$ cat src/hw/rtl/run_length_decoder_defines.svh
// Assertion macros for the run-length decoder.
// Each macro expects a clock named clk and an active-low reset named arst_n in scope.
`ifndef RUN_LENGTH_DECODER_DEFINES_SVH
`define RUN_LENGTH_DECODER_DEFINES_SVH

`ifndef ASSERT_OFF
`define RLD_ASSERT(label, expr, msg) \
	label: assert property (@(posedge clk) disable iff (!arst_n) (expr)) else $error(msg);
`define RLD_ASSERT_IMPL(label, ante, cons, msg) \
	label: assert property (@(posedge clk) disable iff (!arst_n) (ante) |-> (cons)) \
		else $error(msg);
`else
`define RLD_ASSERT(label, expr, msg)
`define RLD_ASSERT_IMPL(label, ante, cons, msg)
`endif

`endif

$ cat src/hw/rtl/rld_pkg.sv
// Shared constants, codes and helpers for the run-length decoder.
// Used by run_length_decoder; depends on nothing else.
package rld_pkg;

	localparam int DEF_MAX_COUNT_BYTES  = 4;
	localparam int DEF_MAX_SYMBOL_BYTES = 4;

	localparam int CFG_W     = 3;
	localparam int CFG_IDX_W = 1;
	localparam int SIZE_W    = 5;

	localparam logic [CFG_IDX_W-1:0] REG_COUNT_BYTES  = 1'b0;
	localparam logic [CFG_IDX_W-1:0] REG_SYMBOL_BYTES = 1'b1;

	typedef enum logic {
		OP_FEED = 1'b0,
		OP_READ = 1'b1
	} opcode_t;

	typedef enum logic [1:0] {
		ST_ACCEPTED = 2'd0,
		ST_REFUSED  = 2'd1,
		ST_BYTE     = 2'd2,
		ST_NODATA   = 2'd3
	} status_t;

	// A size of zero acts as one, and a size above the limit acts as the limit.
	function automatic logic [SIZE_W-1:0] clamp_size(input logic [CFG_W-1:0] v, input int maxv);
		logic [SIZE_W-1:0] r;
		if (v == '0) begin
			r = SIZE_W'(1);
		end else if (SIZE_W'(v) > SIZE_W'(maxv)) begin
			r = SIZE_W'(maxv);
		end else begin
			r = SIZE_W'(v);
		end
		return r;
	endfunction

endpackage

$ cat src/hw/rtl/run_length_decoder.sv
// Run-length decoder top level: input register, decode logic and result register.
// Depends on rld_pkg and run_length_decoder_defines.svh.
//
// The input channel carries items of two kinds. A feed item (opcode 0) pushes one
// encoded byte: a record is a big-endian repeat count of count_bytes bytes and then
// a symbol of symbol_bytes bytes. A read item (opcode 1) returns the next decoded
// byte. Every item gives exactly one result item on the output channel: feed
// accepted, feed refused while a run is still being read out, byte given (with
// last_of_run on the final byte of a run), or no data.
// A record with a zero count is dropped without starting a run.
// Both channels use valid and stall. An item is taken into the input register,
// decoded there against the running state, and its result is loaded into the
// output register at the first edge at which that register is empty or drained.
// One item is accepted per cycle while the receiver does not stall; the running state
// is updated as each item leaves the input register, so the next item sees it at once.
// When the receiver stalls, the output register holds its result and the input
// register keeps its item; input stall rises only while both are full.
// Reset clears the state, sets both size registers to one and empties both
// registers. The symbol bytes are not cleared. The user must write sizes through the
// configuration port only while the block is idle; the block does not enforce this.
`include "run_length_decoder_defines.svh"

module run_length_decoder
	import rld_pkg::*;
#(
	parameter int MAX_COUNT_BYTES  = DEF_MAX_COUNT_BYTES,
	parameter int MAX_SYMBOL_BYTES = DEF_MAX_SYMBOL_BYTES
) (
	input  logic                 clk,
	input  logic                 arst_n,
	input  logic                 cfg_wr_en,
	input  logic [CFG_IDX_W-1:0] cfg_index,
	input  logic [CFG_W-1:0]     cfg_data,
	input  logic                 in_valid,
	output logic                 in_stall,
	input  logic                 opcode,
	input  logic [7:0]           encoded_byte,
	output logic                 out_valid,
	input  logic                 out_stall,
	output logic [7:0]           out_byte,
	output logic [1:0]           status,
	output logic                 last_of_run
);

	localparam int ACC_W = 8 * MAX_COUNT_BYTES;
	localparam int HP_W  = $clog2(MAX_COUNT_BYTES + 1);
	localparam int SP_W  = (MAX_SYMBOL_BYTES > 1) ? $clog2(MAX_SYMBOL_BYTES) : 1;

	logic [CFG_W-1:0] count_bytes_q;
	logic [CFG_W-1:0] symbol_bytes_q;

	logic             valid_s1;
	opcode_t          opcode_s1;
	logic [7:0]       byte_s1;

	logic [ACC_W-1:0] count_accum_q;
	logic [HP_W-1:0]  header_pos_q;
	logic [7:0]       symbol_store_q [MAX_SYMBOL_BYTES];
	logic [ACC_W-1:0] repeats_left_q;
	logic [SP_W-1:0]  symbol_pos_q;
	logic             run_ready_q;

	logic             out_valid_q;
	logic [7:0]       out_byte_q;
	status_t          out_status_q;
	logic             out_last_q;

	logic             out_free;
	logic             advance;
	logic             fire;
	logic             plain_res;

	logic [SIZE_W-1:0] cb;
	logic [SIZE_W-1:0] sb;
	logic [SIZE_W-1:0] sp_ext;
	logic [SIZE_W-1:0] rd_next;
	logic [SP_W-1:0]   rd_pos;
	logic [ACC_W-1:0]  rep_dec;

	logic [ACC_W-1:0] count_accum_d;
	logic [HP_W-1:0]  header_pos_d;
	logic [ACC_W-1:0] repeats_left_d;
	logic [SP_W-1:0]  symbol_pos_d;
	logic             run_ready_d;
	logic             store_we;
	logic [7:0]       res_byte;
	status_t          res_status;
	logic             res_last;

	assign out_free = !out_valid_q || !out_stall;
	assign advance  = !valid_s1 || out_free;
	assign fire     = valid_s1 && out_free;
	assign in_stall = !advance;

	assign out_valid   = out_valid_q;
	assign out_byte    = out_byte_q;
	assign status      = out_status_q;
	assign last_of_run = out_last_q;

	assign plain_res = out_valid_q && (out_status_q != ST_BYTE);

	assign cb      = clamp_size(count_bytes_q, MAX_COUNT_BYTES);
	assign sb      = clamp_size(symbol_bytes_q, MAX_SYMBOL_BYTES);
	assign sp_ext  = SIZE_W'(symbol_pos_q);
	assign rd_pos  = (sp_ext >= sb) ? '0 : symbol_pos_q;
	assign rd_next = SIZE_W'(rd_pos) + SIZE_W'(1);
	assign rep_dec = repeats_left_q - ACC_W'(1);

	always_comb begin
		count_accum_d  = count_accum_q;
		header_pos_d   = header_pos_q;
		repeats_left_d = repeats_left_q;
		symbol_pos_d   = symbol_pos_q;
		run_ready_d    = run_ready_q;
		store_we       = 1'b0;
		res_byte       = '0;
		res_status     = ST_ACCEPTED;
		res_last       = 1'b0;
		case (opcode_s1)
			OP_FEED: begin
				if (run_ready_q) begin
					res_status = ST_REFUSED;
				end else if (SIZE_W'(header_pos_q) < cb) begin
					count_accum_d = ACC_W'({count_accum_q, byte_s1});
					header_pos_d  = header_pos_q + HP_W'(1);
				end else begin
					store_we = (sp_ext < SIZE_W'(MAX_SYMBOL_BYTES));
					if (sp_ext + SIZE_W'(1) >= sb) begin
						if (count_accum_q != '0) begin
							repeats_left_d = count_accum_q;
							run_ready_d    = 1'b1;
						end
						count_accum_d = '0;
						header_pos_d  = '0;
						symbol_pos_d  = '0;
					end else begin
						symbol_pos_d = symbol_pos_q + SP_W'(1);
					end
				end
			end
			OP_READ: begin
				if (!run_ready_q) begin
					res_status = ST_NODATA;
				end else begin
					res_status = ST_BYTE;
					res_byte   = symbol_store_q[rd_pos];
					if (rd_next >= sb) begin
						symbol_pos_d   = '0;
						repeats_left_d = rep_dec;
						if (rep_dec == '0) begin
							run_ready_d = 1'b0;
							res_last    = 1'b1;
						end
					end else begin
						symbol_pos_d = SP_W'(rd_next);
					end
				end
			end
			default: begin
				res_status = ST_NODATA;
			end
		endcase
	end

	always_ff @(posedge clk or negedge arst_n) begin
		if (!arst_n) begin
			count_bytes_q  <= CFG_W'(1);
			symbol_bytes_q <= CFG_W'(1);
		end else if (cfg_wr_en) begin
			case (cfg_index)
				REG_COUNT_BYTES:  count_bytes_q  <= cfg_data;
				REG_SYMBOL_BYTES: symbol_bytes_q <= cfg_data;
				default: ;
			endcase
		end
	end

	always_ff @(posedge clk or negedge arst_n) begin
		if (!arst_n) begin
			valid_s1 <= 1'b0;
		end else if (advance) begin
			valid_s1 <= in_valid;
		end
	end

	always_ff @(posedge clk) begin
		if (advance && in_valid) begin
			opcode_s1 <= opcode_t'(opcode);
			byte_s1   <= encoded_byte;
		end
	end

	always_ff @(posedge clk or negedge arst_n) begin
		if (!arst_n) begin
			count_accum_q  <= '0;
			header_pos_q   <= '0;
			repeats_left_q <= '0;
			symbol_pos_q   <= '0;
			run_ready_q    <= 1'b0;
		end else if (fire) begin
			count_accum_q  <= count_accum_d;
			header_pos_q   <= header_pos_d;
			repeats_left_q <= repeats_left_d;
			symbol_pos_q   <= symbol_pos_d;
			run_ready_q    <= run_ready_d;
		end
	end

	always_ff @(posedge clk) begin
		if (fire && store_we) begin
			symbol_store_q[symbol_pos_q] <= byte_s1;
		end
	end

	always_ff @(posedge clk or negedge arst_n) begin
		if (!arst_n) begin
			out_valid_q <= 1'b0;
		end else if (out_free) begin
			out_valid_q <= valid_s1;
		end
	end

	always_ff @(posedge clk) begin
		if (fire) begin
			out_byte_q   <= res_byte;
			out_status_q <= res_status;
			out_last_q   <= res_last;
		end
	end

	`RLD_ASSERT(a_run_reps, !run_ready_q || (repeats_left_q != '0), "run without repeats")
	`RLD_ASSERT_IMPL(a_stall_full, in_stall, valid_s1 && out_valid_q && out_stall, "bad stall")
	`RLD_ASSERT_IMPL(a_last_ends_run, $past(fire) && out_last_q, !run_ready_q, "run still open")
	`RLD_ASSERT_IMPL(a_plain_clean, plain_res, {out_byte_q, out_last_q} == '0, "stray data")
	`RLD_ASSERT(a_hdr_range, SIZE_W'(header_pos_q) <= SIZE_W'(MAX_COUNT_BYTES), "overrun")

endmodule

$ cat config.mk
export PLATFORM = sky130hd
export DESIGN_NAME = run_length_decoder
export DESIGN_NICKNAME = d
export VERILOG_FILES = /design/src/hw/rtl/rld_pkg.sv /design/src/hw/rtl/run_length_decoder.sv
export VERILOG_INCLUDE_DIRS = /design/src /design/src/hw/rtl
export SDC_FILE = /design/constraint.sdc
export NUM_CORES = 1
export LEC_CHECK = 0
export BUFFER_PORTS_ARGS = -buffer_cell sky130_fd_sc_hd__buf_2
export CORE_MARGIN = 5
export CORE_UTILIZATION = 30
export DETAILED_ROUTE_END_ITERATION = 7
export PLACE_DENSITY_LB_ADDON = 0.15
export SLEW_MARGIN = 25
export SYNTH_ARGS = -nofsm -noshare
export SYNTH_HDL_FRONTEND = slang
export SYNTH_SLANG_ARGS = --single-unit
$ cat constraint.sdc
create_clock -name clk -period 7 [get_ports clk]
set_input_delay 0.35 -clock clk [delete_from_list [all_inputs] [get_ports clk]]
set_output_delay 0.35 -clock clk [all_outputs]
set_load 0.05 [all_outputs]
==> qor.txt, run 1 <==
die width = 156.2 um
Reg2Reg Depth = 15
Cells after Synth = 596
Max-slew headroom = 0.3167
required time worst endpoint = 7310 ps
total number of vias = 4,960
CP Class = register to register
outcome = completed
Resize count post-CTS = 0
chip height = 156.2 um
Final nets = 656
Leak = 2.855 nW
CTS Buf Count = 17
Distinct cells, synth = 55
num ports = 31
final setup vio count = 0
Hold Crit Endpoint = byte_s1[0]
Max Cap Violations = 0
register area share after synthesis = 0.5481
period utilization = 0.7419
Min-Delay Path Class = input port to register
largest net degree at the start of global routing = 78
DRC violation total after the first TritonRoute iteration = 609
hold path depth = 1
layout cells sized above 1 = 0.1431
RSZ-0062 raised after global routing = no
die area = 24,410 um2
Final Hold Fails = 0
latest clock arrival within the worst-skew pair = 430 ps
CTS root buf = clkbuf_16
Post-synth EDFFs = 52
DR WL/cell = 19.34 um
CP Launch Type = register
grt ovf = 0
Primary FF master, synth = dfrtp_1
Post-DP Area = 6837 um2
GR Util All Layers = 0.1472
Starting Density = 0.3052
first-pass GRT wire length = 28,190 um
CORE AREA = 21,020 um2
fmax = 0.1926 GHz
Period minus WS final = 5193 ps
Synth warnings = 0
Worst Path Max Fanout = 20
Syn Nets = 636
total length of routed wires = 17,480 um
row count = 53
Placer Congestion = 0.8971
clock tree buffer depth = 2
Antenna diodes = 0
Final ANT Viol Nets = 0
clk sinks = 130
TritonCTS clock tree = done
final setup TNS = 0 ps
vias per inst = 5.487
CP Capture Type = register
arrival time worst endpoint = 5510 ps
Mapped Area = 6415 um2
Syn Area/Cell = 10.76 um2
DRT Pass-1 Iters = 5
Final Slew Violations = 0
r2r startpoint = symbol_bytes_q[0]
PwrDens = 397.9 nW/um2
Worst-Margin Slew = 1022 ps
Syn-to-layout area delta = 16.15%
Post-synth ARST share = 0.6000
post-synthesis register bit count = 130
Peak VDD IR = 0.1834 mV
design area = 7451 um2
R2R Setup Slk = 1810 ps
port bufs = 30
Fin Clk Skew = 10.84 ps
DPL Wire Length = 12,000 um
clock-pin slew on the worst setup and hold paths = 70 ps
r2r endpoint = repeats_left_q[30]
antenna violations before repair = 1
post-layout util = 0.3544
Hold Startpoint = encoded_byte[0]
number of global-route vias before repair = 4,909
H-tree Lvls = 4
DRC viols = 0
[sequential cells by signal, summed over array words and instances (netlist names), 2 cells and up]
register,flops
symbol_pos_q,2
status,2
header_pos_q,3
repeats_left_q,32
out_byte,8
symbol_store_q,32
count_accum_q,32
count_bytes_q,3
symbol_bytes_q,3
byte_s1,8
[cell usage in the layout, fill, tap and decap left out, drive strengths merged, types with 8 or more instances in the layout]
| cell | n |
|---|---|
| a21oi | 55 |
| a22o | 29 |
| a31oi | 11 |
| buf | 36 |
| clkbuf | 17 |
| dfrtp | 76 |
| edfxtp | 52 |
| ha | 22 |
| inv | 27 |
| mux2 | 8 |
| nand2 | 59 |
| nand3 | 20 |
| nand4 | 14 |
| nor2 | 18 |
| nor3 | 14 |
| nor4 | 21 |
| o21ai | 38 |
| o221ai | 8 |
| xnor2 | 8 |
[layer usage]
| layer | routed length, um | up-vias | global-route usage |
|---|---|---|---|
| li1 | - | 2315 | - |
| met1 | 8200 | 2475 | 0.2051 |
| met2 | 8106 | 130 | 0.2254 |
| met3 | 843 | 38 | 0.03374 |
| met4 | 315 | 2 | 0.05331 |
| met5 | 12 | - | 0 |
[report_power, final]
group	switching (mW)	internal, mW	total, mW
registers	0.256	0.954	1.21
logic	0.510	0.326	0.836
clock network	0.403	0.515	0.918
total	1.17	1.79	2.96
[final cells by class]
cell class	instances	area, um2
Clock buffer	17	425.4
Sequential cell	130	3516
Tap cell	275	344.1
Fill cell	2105	13570
Multi-Input combinational cell	414	2719
Clock inverter	15	178.9
Timing Repair Buffer	37	207.7
Inverter	16	60.06
[kinds of logic after synthesis]
logic type | count (synthesis) | share of synthesized area
AO/OA/AOI/OAI | 188 | 0.1933
XOR/XNOR | 12 | 0.01638
adder cells (fa/ha/maj) | 22 | 0.04291
buffers and inverters | 52 | 0.03062
flip-flops | 130 | 0.5481
multiplexers | 8 | 0.01404
AND/OR/NAND/NOR | 184 | 0.1547
[worst max-delay path: stages, from the launching register on]
cell,delay [ps]
dfstp_2,530
inv_1,30
a21oi_1,270
ha_1,310
nand2b_1,140
a21oi_1,170
nor2_1,70
nor2_1,560
ha_1,370
ha_1,280
a21o_1,120
a21o_1,220
nand2_1,470
a21oi_2,800
buf_4,350
mux2_2,360
[cell usage after synthesis, drive strengths merged (11+ instances only)]
| library cell | count | area (um2) |
|---|---|---|
| o21ai | 38 | 190.2 |
| nor2 | 18 | 67.56 |
| inv | 15 | 56.30 |
| clkbuf | 33 | 123.9 |
| dfrtp | 76 | 1902 |
| a22o | 29 | 254.0 |
| nand2 | 59 | 221.5 |
| nor3 | 14 | 75.07 |
| nand4 | 14 | 102.6 |
| a31oi | 11 | 68.82 |
| nor4 | 21 | 167.7 |
| nand3 | 20 | 100.1 |
| edfxtp | 52 | 1562 |
| ha | 22 | 275.3 |
| a21oi | 55 | 275.3 |
[stage by stage]
step	instances	worst slack, ps	hold WS [ps]	total power [mW]
3_5_place_dp	871	1853	273.1	2.050
6_report	904	1807	89.71	2.965
2_1_floorplan	596	3129	54.41	1.769
4_1_cts	904	1823	73.56	2.979
5_1_grt	904	1403	74.52	3.148
3_3_place_gp	871	1963	273.9	2.043
[worst max-delay path by stage]
stage	slack, ps	cells after the start	end	startpoint
floorplan	3130	17	repeats_left_q[2]	symbol_bytes_q[0]
global placement	1960	15	repeats_left_q[30]	symbol_bytes_q[0]
detailed placement	1850	15	repeats_left_q[30]	symbol_bytes_q[0]
global route	1400	15	repeats_left_q[30]	symbol_bytes_q[0]
CTS	1820	15	repeats_left_q[30]	symbol_bytes_q[0]
finish	1810	15	repeats_left_q[30]	symbol_bytes_q[0]
[timing repair]
action | 4_1_cts | 5_1_grt
setup buffers | 0 | 0
endpoints found under the hold margin | 23 | 0
hold buffers | 1 | 0
Power figures use the tool's default switching activity.
==> inputs of run 2 (changes only) <==
--- a/config.mk
+++ b/config.mk
@@ -6,6 +6,7 @@
 export SDC_FILE = /design/constraint.sdc
 export NUM_CORES = 1
 export LEC_CHECK = 0
+export ABC_AREA = 1
 export BUFFER_PORTS_ARGS = -buffer_cell sky130_fd_sc_hd__buf_2
 export CORE_MARGIN = 5
 export CORE_UTILIZATION = 30
==> constraint.sdc (replaced) <==
create_clock -name clk -period 4.4 [get_ports clk]
set_input_delay 0.22 -clock clk [delete_from_list [all_inputs] [get_ports clk]]
set_output_delay 0.22 -clock clk [all_outputs]
set_load 0.05 [all_outputs]
==> run 2 against run 1 <==
  * Cell count rose by 26%
  * Clock power rose by 54%
  * Synthesized cell count rose by 35%
  * Critical endpoint is now repeats_left_q[2]
  * Fmax rose by 36%
  * Routed wire length rose by 5.7%
  * Flip-flop and latch count did not move
  * Count of clock-buffer cells in the layout did not move
  * Register-to-register slack got worse by 1200 ps
  * Non-clock buffer count rose by 11
  * Sequential power rose by 40%
  * Worst setup slack got worse by 1200 ps
  * Critical path depth did not move
  * Critical path type unchanged
==> qor.txt, run 2 <==
DRC violation total after the first TritonRoute iteration = 383 (was 609)
Antenna diodes = 0 (unchanged)
clock-pin slew on the worst setup and hold paths = 70 ps (about the same)
Primary FF master, synth = dfrtp_1 (unchanged)
Period minus WS final = 3822 ps (was 5193 ps)
storage element area = 3516 um2 (unchanged)
latest clock arrival within the worst-skew pair = 430 ps (about the same)
post-layout util = 0.3593 (was 0.3544)
DRT Pass-1 Iters = 4 (was 5)
register area share after synthesis = 0.5233 (was 0.5481)
post-synthesis register bit count = 130 (unchanged)
top cell type's share of synthesized area = 0.2831 (was 0.2965)
Distinct cells, synth = 37 (was 55)
Cells after Synth = 804 (was 596)
antenna violations before repair = 0 (was 1)
grt ovf = 0 (unchanged)
required time worst endpoint = 4700 ps (was 7310 ps)
commonest cells after routing, fill and taps aside = 197 x nand2_1, 113 x nor2_1, 97 x o21ai_0, 92 x inv_1, 76 x dfrtp_1 (was 76 x dfrtp_1, 59 x nand2_1, 54 x a21oi_1, 52 x edfxtp_1, 38 x o21ai_0)
Final nets = 890 (was 656)
Syn Area/Cell = 8.357 um2 (was 10.76 um2)
CP Capture Type = register (unchanged)
R2R Setup Slk = 580 ps (was 1810 ps)
Critical Path Sink = repeats_left_q[2] (was repeats_left_q[30])
Worst-Margin Slew = 846.8 ps (was 1022 ps)
biggest regs = count_accum_q x32, repeats_left_q x32, symbol_store_q x32 (unchanged)
outcome = completed (unchanged)
Syn-to-layout area delta = 17.41% (was 16.15%)
period utilization = 0.8686 (was 0.7419)
PwrDens = 555.6 nW/um2 (was 397.9 nW/um2)
final setup vio count = 0 (unchanged)
DPL Wire Length = 13,270 um (was 12,000 um)
RSZ-0062 raised after global routing = no (unchanged)
Max Cap Violations = 0 (unchanged)
final setup TNS = 0 ps (unchanged)
vias per inst = 4.652 (was 5.487)
CTS Buf Count = 17 (unchanged)
top cells by count, synth = 197 x nand2_1, 113 x nor2_1, 97 x o21ai_0, 92 x inv_1, 76 x dfrtp_1 (was 76 x dfrtp_1, 59 x nand2_1, 55 x a21oi_1, 52 x edfxtp_1, 38 x o21ai_0)
clock tree buffer depth = 2 (unchanged)
WHS = 27.81 ps (was 89.71 ps)
CTS root buf = clkbuf_16 (unchanged)
first-pass GRT wire length = 29,620 um (was 28,190 um)
DR WL/cell = 16.16 um (was 19.34 um)
CP Launch Type = register (unchanged)
Post-synth ARST share = 0.6000 (unchanged)
Final Slew Violations = 0 (unchanged)
die width = 159.7 um (was 156.2 um)
total number of vias = 5,317 (was 4,960)
largest net degree at the start of global routing = 44 (was 78)
CORE AREA = 21,960 um2 (was 21,020 um2)
Synth area leaders = dfrtp_1 28%, edfxtp_1 23%, nand2_1 11% (was dfrtp_1 30%, edfxtp_1 24%, a21oi_1 4.3%)
multi-input logic area = 2748 um2 (was 2719 um2)
area leader, netlist = dfrtp_1 (unchanged)
Setup crit start = symbol_pos_q[0] (was symbol_bytes_q[0])
Final Hold Fails = 0 (unchanged)
H-tree Lvls = 4 (unchanged)
Worst Path Max Fanout = 38 (was 20)
Reg2Reg Depth = 15 (unchanged)
fmax = 0.2617 GHz (was 0.1926 GHz)
Final ANT Viol Nets = 0 (unchanged)
Placer Congestion = 0.8212 (was 0.8971)
GR Util All Layers = 0.1474 (was 0.1472)
Synth warnings = 0 (unchanged)
r2r startpoint = symbol_pos_q[0] (was symbol_bytes_q[0])
commonest non-fill, non-tap cell in the layout = nand2_1 (was dfrtp_1)
Mapped Area = 6719 um2 (was 6415 um2)
chip height = 159.7 um (was 156.2 um)
Post-synth EDFFs = 52 (unchanged)
Starting Density = 0.3060 (was 0.3052)
die area = 25,490 um2 (was 24,410 um2)
total length of routed wires = 18,470 um (was 17,480 um)
Leak = 3.516 nW (was 2.855 nW)
Max-slew headroom = 0.4334 (was 0.3167)
number of global-route vias before repair = 5,293 (was 4,909)
num ports = 31 (unchanged)
Fin Clk Skew = 9.959 ps (was 10.84 ps)
r2r endpoint = repeats_left_q[2] (was repeats_left_q[30])
Peak VDD IR = 0.2512 mV (was 0.1834 mV)
Fill cells = 2,256 (was 2,105)
top-count cell post-synth = nand2_1 (was dfrtp_1)
clk sinks = 130 (unchanged)
port bufs = 30 (unchanged)
CP Class = register to register (unchanged)
DRC viols = 0 (unchanged)
arrival time worst endpoint = 4120 ps (was 5510 ps)
layout cells sized above 1 = 0.1124 (was 0.1431)
Syn Nets = 844 (was 636)
TritonCTS clock tree = done (unchanged)
Min-Delay Path Class = input port to register (unchanged)
row count = 54 (was 53)
-- run 2: timing repair --
action                                 4_1_cts  5_1_grt
hold buffers                                11        0
resized for setup                            0        0
endpoints found under the hold margin       45        0
setup buffers                                0        0
-- run 2: layout make-up --
class	count	share of cell area
multi-input cells	557	0.3483
well taps	280	0.04441
clock buffers	17	0.05393
repair buffers	48	0.04155
flip-flops and latches	130	0.4457
inverters	96	0.04568
clock inverters	15	0.02046
-- run 2: power by group --
part | internal, mW | switching, mW | total, mW
combinational | 0.421 | 0.854 | 1.28
sequential | 1.45 | 0.247 | 1.69
clock | 0.762 | 0.651 | 1.41
total | 2.63 | 1.75 | 4.38
-- run 2: critical path, stage by stage (launching register included) --
cell      delay (ps)
dfrtp_1          590
inv_1            210
ha_1             340
o21ai_0           80
a21oi_1          240
nor2_2            70
ha_1             320
ha_1             300
nand2_1           50
o211ai_1         190
nor2_1            80
inv_1            100
nand4_2          560
buf_12           410
nand2_1           60
o21ai_0           80
-- run 2: cell families (layout without fill, tap and decap cells) --
group / Yosys count / count (layout) / share of synthesized area
and+or+nand+nor: 379 / 379 / 0.2419
AOI/OAI and AO/OA: 150 / 150 / 0.1181
xor gates and xnor gates: 5 / 5 / 0.006519
muxes: 1 / 1 / 0.001490
DFF: 130 / 130 / 0.5233
buffers and inverters: 117 / 176 / 0.06778
adders and majority gates: 22 / 22 / 0.04097
-- run 2: layer usage --
metal | part of all wire | track usage | vias to the layer above | wire length (um)
li1 | - | - | 2736 | -
met1 | 0.50 | 0.2081 | 2475 | 9238
met2 | 0.45 | 0.2254 | 86 | 8291
met3 | 0.035 | 0.03505 | 20 | 638
met4 | 0.016 | 0.04379 | 0 | 303
met5 | 0 | 0 | - | 0
-- run 2: stage by stage --
stage | area [um2] | instances | total power, mW | setup slack [ps]
finish | 7889 | 1143 | 4.383 | 578.3
floorplan | 6719 | 804 | 2.600 | 1309
global route | 7889 | 1143 | 4.719 | 138.5
global placement | 7192 | 1100 | 2.984 | 646.9
CTS | 7889 | 1143 | 4.426 | 541.8
detailed placement | 7192 | 1100 | 2.989 | 553.9
-- run 2: worst min-delay path by stage --
| stage | cells past startpoint | startpoint | end |
|---|---|---|---|
| 5_1_grt | 3 | out_stall | out_valid |
| 2_1_floorplan | 0 | arst_n | count_accum_q[0] |
| 6_report | 3 | out_stall | out_valid |
| 3_3_place_gp | 1 | arst_n | repeats_left_q[19] |
| 3_5_place_dp | 1 | arst_n | repeats_left_q[19] |
| 4_1_cts | 3 | out_stall | out_valid |
==> inputs of run 3 (changes only) <==
--- a/config.mk
+++ b/config.mk
@@ -12,6 +12,7 @@
 export CORE_UTILIZATION = 30
 export DETAILED_ROUTE_END_ITERATION = 7
 export PLACE_DENSITY_LB_ADDON = 0.15
+export RECOVER_POWER = 25
 export SLEW_MARGIN = 25
 export SYNTH_ARGS = -nofsm -noshare
 export SYNTH_HDL_FRONTEND = slang
==> run 3 against run 2 <==
  * The run now ends with max-capacitance violations, max-slew violations left
  * Count of clock-buffer cells in the layout is the same
  * Design area is essentially flat
  * Core utilization is essentially flat
  * Sequential power is essentially flat
  * Largest cell class unchanged
  * Worst setup slack is essentially flat
  * Routed wire length is essentially flat
  * Highest routed layer unchanged
  * Clock power is essentially flat
  * Via count is essentially flat
  * Critical path depth is the same
==> qor.txt, run 3 (same netlist as run 2, synthesis figures left out) <==
fmax = 0.2617 GHz (about the same)
Syn-to-layout area delta = 17.36% (was 17.41%)
combinational fraction of design power = 0.291 (about the same)
arrival time worst endpoint = 4120 ps (about the same)
final setup vio count = 0 (unchanged)
CP cell instances = inv_1, ha_1, o21ai_0, a21oi_1, nor2_2, ha_1, ha_1, nand2_1, o211ai_1, nor2_1, inv_1, nand4_2, buf_12, nand2_1, o21ai_0 (unchanged)
most used cell, CP = ha_1 (unchanged)
CP Launch Type = register (unchanged)
Final ANT Viol Nets = 0 (unchanged)
Antenna diodes = 0 (unchanged)
CP Capture Type = register (unchanged)
DPL Wire Length = 13,270 um (unchanged)
Sw Share = 0.3997 (about the same)
Leak = 3.512 nW (was 3.516 nW)
DRC viols = 0 (unchanged)
Worst-Margin Slew = 2203 ps (was 846.8 ps)
PwrDens = 555.6 nW/um2 (about the same)
DRC violation total after the first TritonRoute iteration = 383 (unchanged)
clock-pin slew on the worst setup and hold paths = 70 ps (about the same)
Peak VDD IR = 0.2512 mV (about the same)
Max-slew headroom = -0.4687 (was 0.4334)
top cell family by delay on the critical path = adder cells (unchanged)
DP Worst Slack = 553.9 ps (unchanged)
design area = 7885 um2 (was 7889 um2)
CTS Buf Count = 17 (unchanged)
WHS = 27.96 ps (was 27.81 ps)
num ports = 31 (unchanged)
Final Slew Violations = 37 (was 0)
total number of vias = 5,320 (was 5,317)
clock tree buffer depth = 2 (unchanged)
grt ovf = 0 (unchanged)
crit path buf inv count = 3 (unchanged)
Max Cap Violations = 1 (was 0)
H-tree Lvls = 4 (unchanged)
CORE AREA = 21,960 um2 (unchanged)
period utilization = 0.8686 (about the same)
clk sinks = 130 (unchanged)
Max stage delay on crit path = 590 ps (about the same)
antenna violations before repair = 0 (unchanged)
layout cells sized above 1 = 0.1089 (was 0.1124)
post-layout util = 0.3591 (was 0.3593)
Placer Congestion = 0.8212 (unchanged)
Min-Delay Path Class = input port to register (unchanged)
Reg power frac = 0.387 (about the same)
Final nets = 890 (unchanged)
TritonCTS clock tree = done (unchanged)
largest net degree at the start of global routing = 44 (unchanged)
GR Util All Layers = 0.1474 (unchanged)
Starting Density = 0.3060 (unchanged)
P_sw = 1.751 mW (was 1.752 mW)
Period minus WS final = 3822 ps (about the same)
first-pass GRT wire length = 29,620 um (unchanged)
DRT Pass-1 Iters = 4 (unchanged)
Worst Path Max Fanout = 38 (unchanged)
Post-DP Area = 7192 um2 (unchanged)
dpl cells = 1,100 (unchanged)
CP Class = register to register (unchanged)
P_int = 2.630 mW (was 2.631 mW)
die area = 25,490 um2 (unchanged)
commonest non-fill, non-tap cell in the layout = nand2_1 (unchanged)
final setup TNS = 0 ps (unchanged)
CP max stage cell = dfrtp_1 (unchanged)
DR WL/cell = 16.15 um (was 16.16 um)
vias per inst = 4.654 (was 4.652)
port bufs = 30 (unchanged)
commonest cells after routing, fill and taps aside = 197 x nand2_1, 113 x nor2_1, 97 x o21ai_0, 92 x inv_1, 76 x dfrtp_1 (unchanged)
biggest regs = count_accum_q x32, repeats_left_q x32, symbol_store_q x32 (unchanged)
Fill cells = 2,256 (unchanged)
latest clock arrival within the worst-skew pair = 430 ps (about the same)
outcome = finished with violations (was completed)
chip height = 159.7 um (unchanged)
number of global-route vias before repair = 5,293 (unchanged)
R2R Setup Slk = 580 ps (about the same)
total chip power = 4.381 mW (was 4.383 mW)
final worst slack = 578.3 ps (about the same)
Final Hold Fails = 0 (unchanged)
die width = 159.7 um (unchanged)
required time worst endpoint = 4700 ps (about the same)
Fin Clk Skew = 9.959 ps (about the same)
violated checks = max-capacitance violations, max-slew violations
Non-Filler Instances = 1,143 (unchanged)
Clk pwr share = 0.322 (about the same)
row count = 54 (unchanged)
total length of routed wires = 18,460 um (was 18,470 um)
RSZ-0062 raised after global routing = no (unchanged)
CTS root buf = clkbuf_16 (unchanged)
[run 3: changes by cell type in the layout (fill, tap and decap cells not counted)]
cell	change
buf_4	-1
clkbuf_1	+1
dfstp_1	+2
dfstp_2	-2
[run 3: final cells by class]
class | instances | area, um2 | area share
clock buffer | 17 | 425.4 | 0.05395
tap | 280 | 350.3 | 0.04443
inverter | 96 | 360.3 | 0.04570
multi-input combinational | 557 | 2748 | 0.3485
clock inverter | 15 | 161.4 | 0.02047
timing repair buffer | 48 | 324.1 | 0.04110
sequential | 130 | 3516 | 0.4459
[run 3: repair_timing]
action / CTS / global route
hold buffers: 11 / 0
hold endpoints to repair: 45 / 0
gates resized for setup: 0 / 0
setup buffers: 0 / 0
[run 3: power groups by stage]
stage                     Combinational [mW]  Clock (mW)  Sequential (mW)
after floorplan                        0.917           0             1.68
after global placement                  1.26           0             1.72
after detailed placement                1.27           0             1.72
after CTS                               1.29        1.45             1.69
after global routing                    1.49        1.50             1.72
final                                   1.28        1.41             1.69
[run 3: per-layer routing]
| metal | vias up | global-route usage | share of wire |
|---|---|---|---|
| met5 | - | 0 | 0 |
| met4 | 0 | 0.04379 | 0.016 |
| met3 | 20 | 0.03505 | 0.035 |
| met2 | 85 | 0.2254 | 0.45 |
| met1 | 2480 | 0.2081 | 0.50 |
| li1 | 2735 | - | - |
[run 3: worst register-to-register path, cell delays in order (launching register included)]
cell	delay, ps
dfrtp_1	590
inv_1	210
ha_1	340
o21ai_0	80
a21oi_1	240
nor2_2	70
ha_1	320
ha_1	300
nand2_1	50
o211ai_1	190
nor2_1	80
inv_1	100
nand4_2	560
buf_12	420
nand2_1	70
o21ai_0	80
[run 3: final timing paths]
kind                                 startpoint            endpoint  cells past startpoint
worst max-delay path            symbol_pos_q[0]   repeats_left_q[2]                     15
worst min-delay path                  out_stall           out_valid                      3
worst max register to register  symbol_pos_q[0]   repeats_left_q[2]                     15
worst min register to register         valid_s1           out_valid                      2
max in group asynchronous                arst_n   count_accum_q[13]                      3
min in group asynchronous                arst_n  repeats_left_q[19]                      2
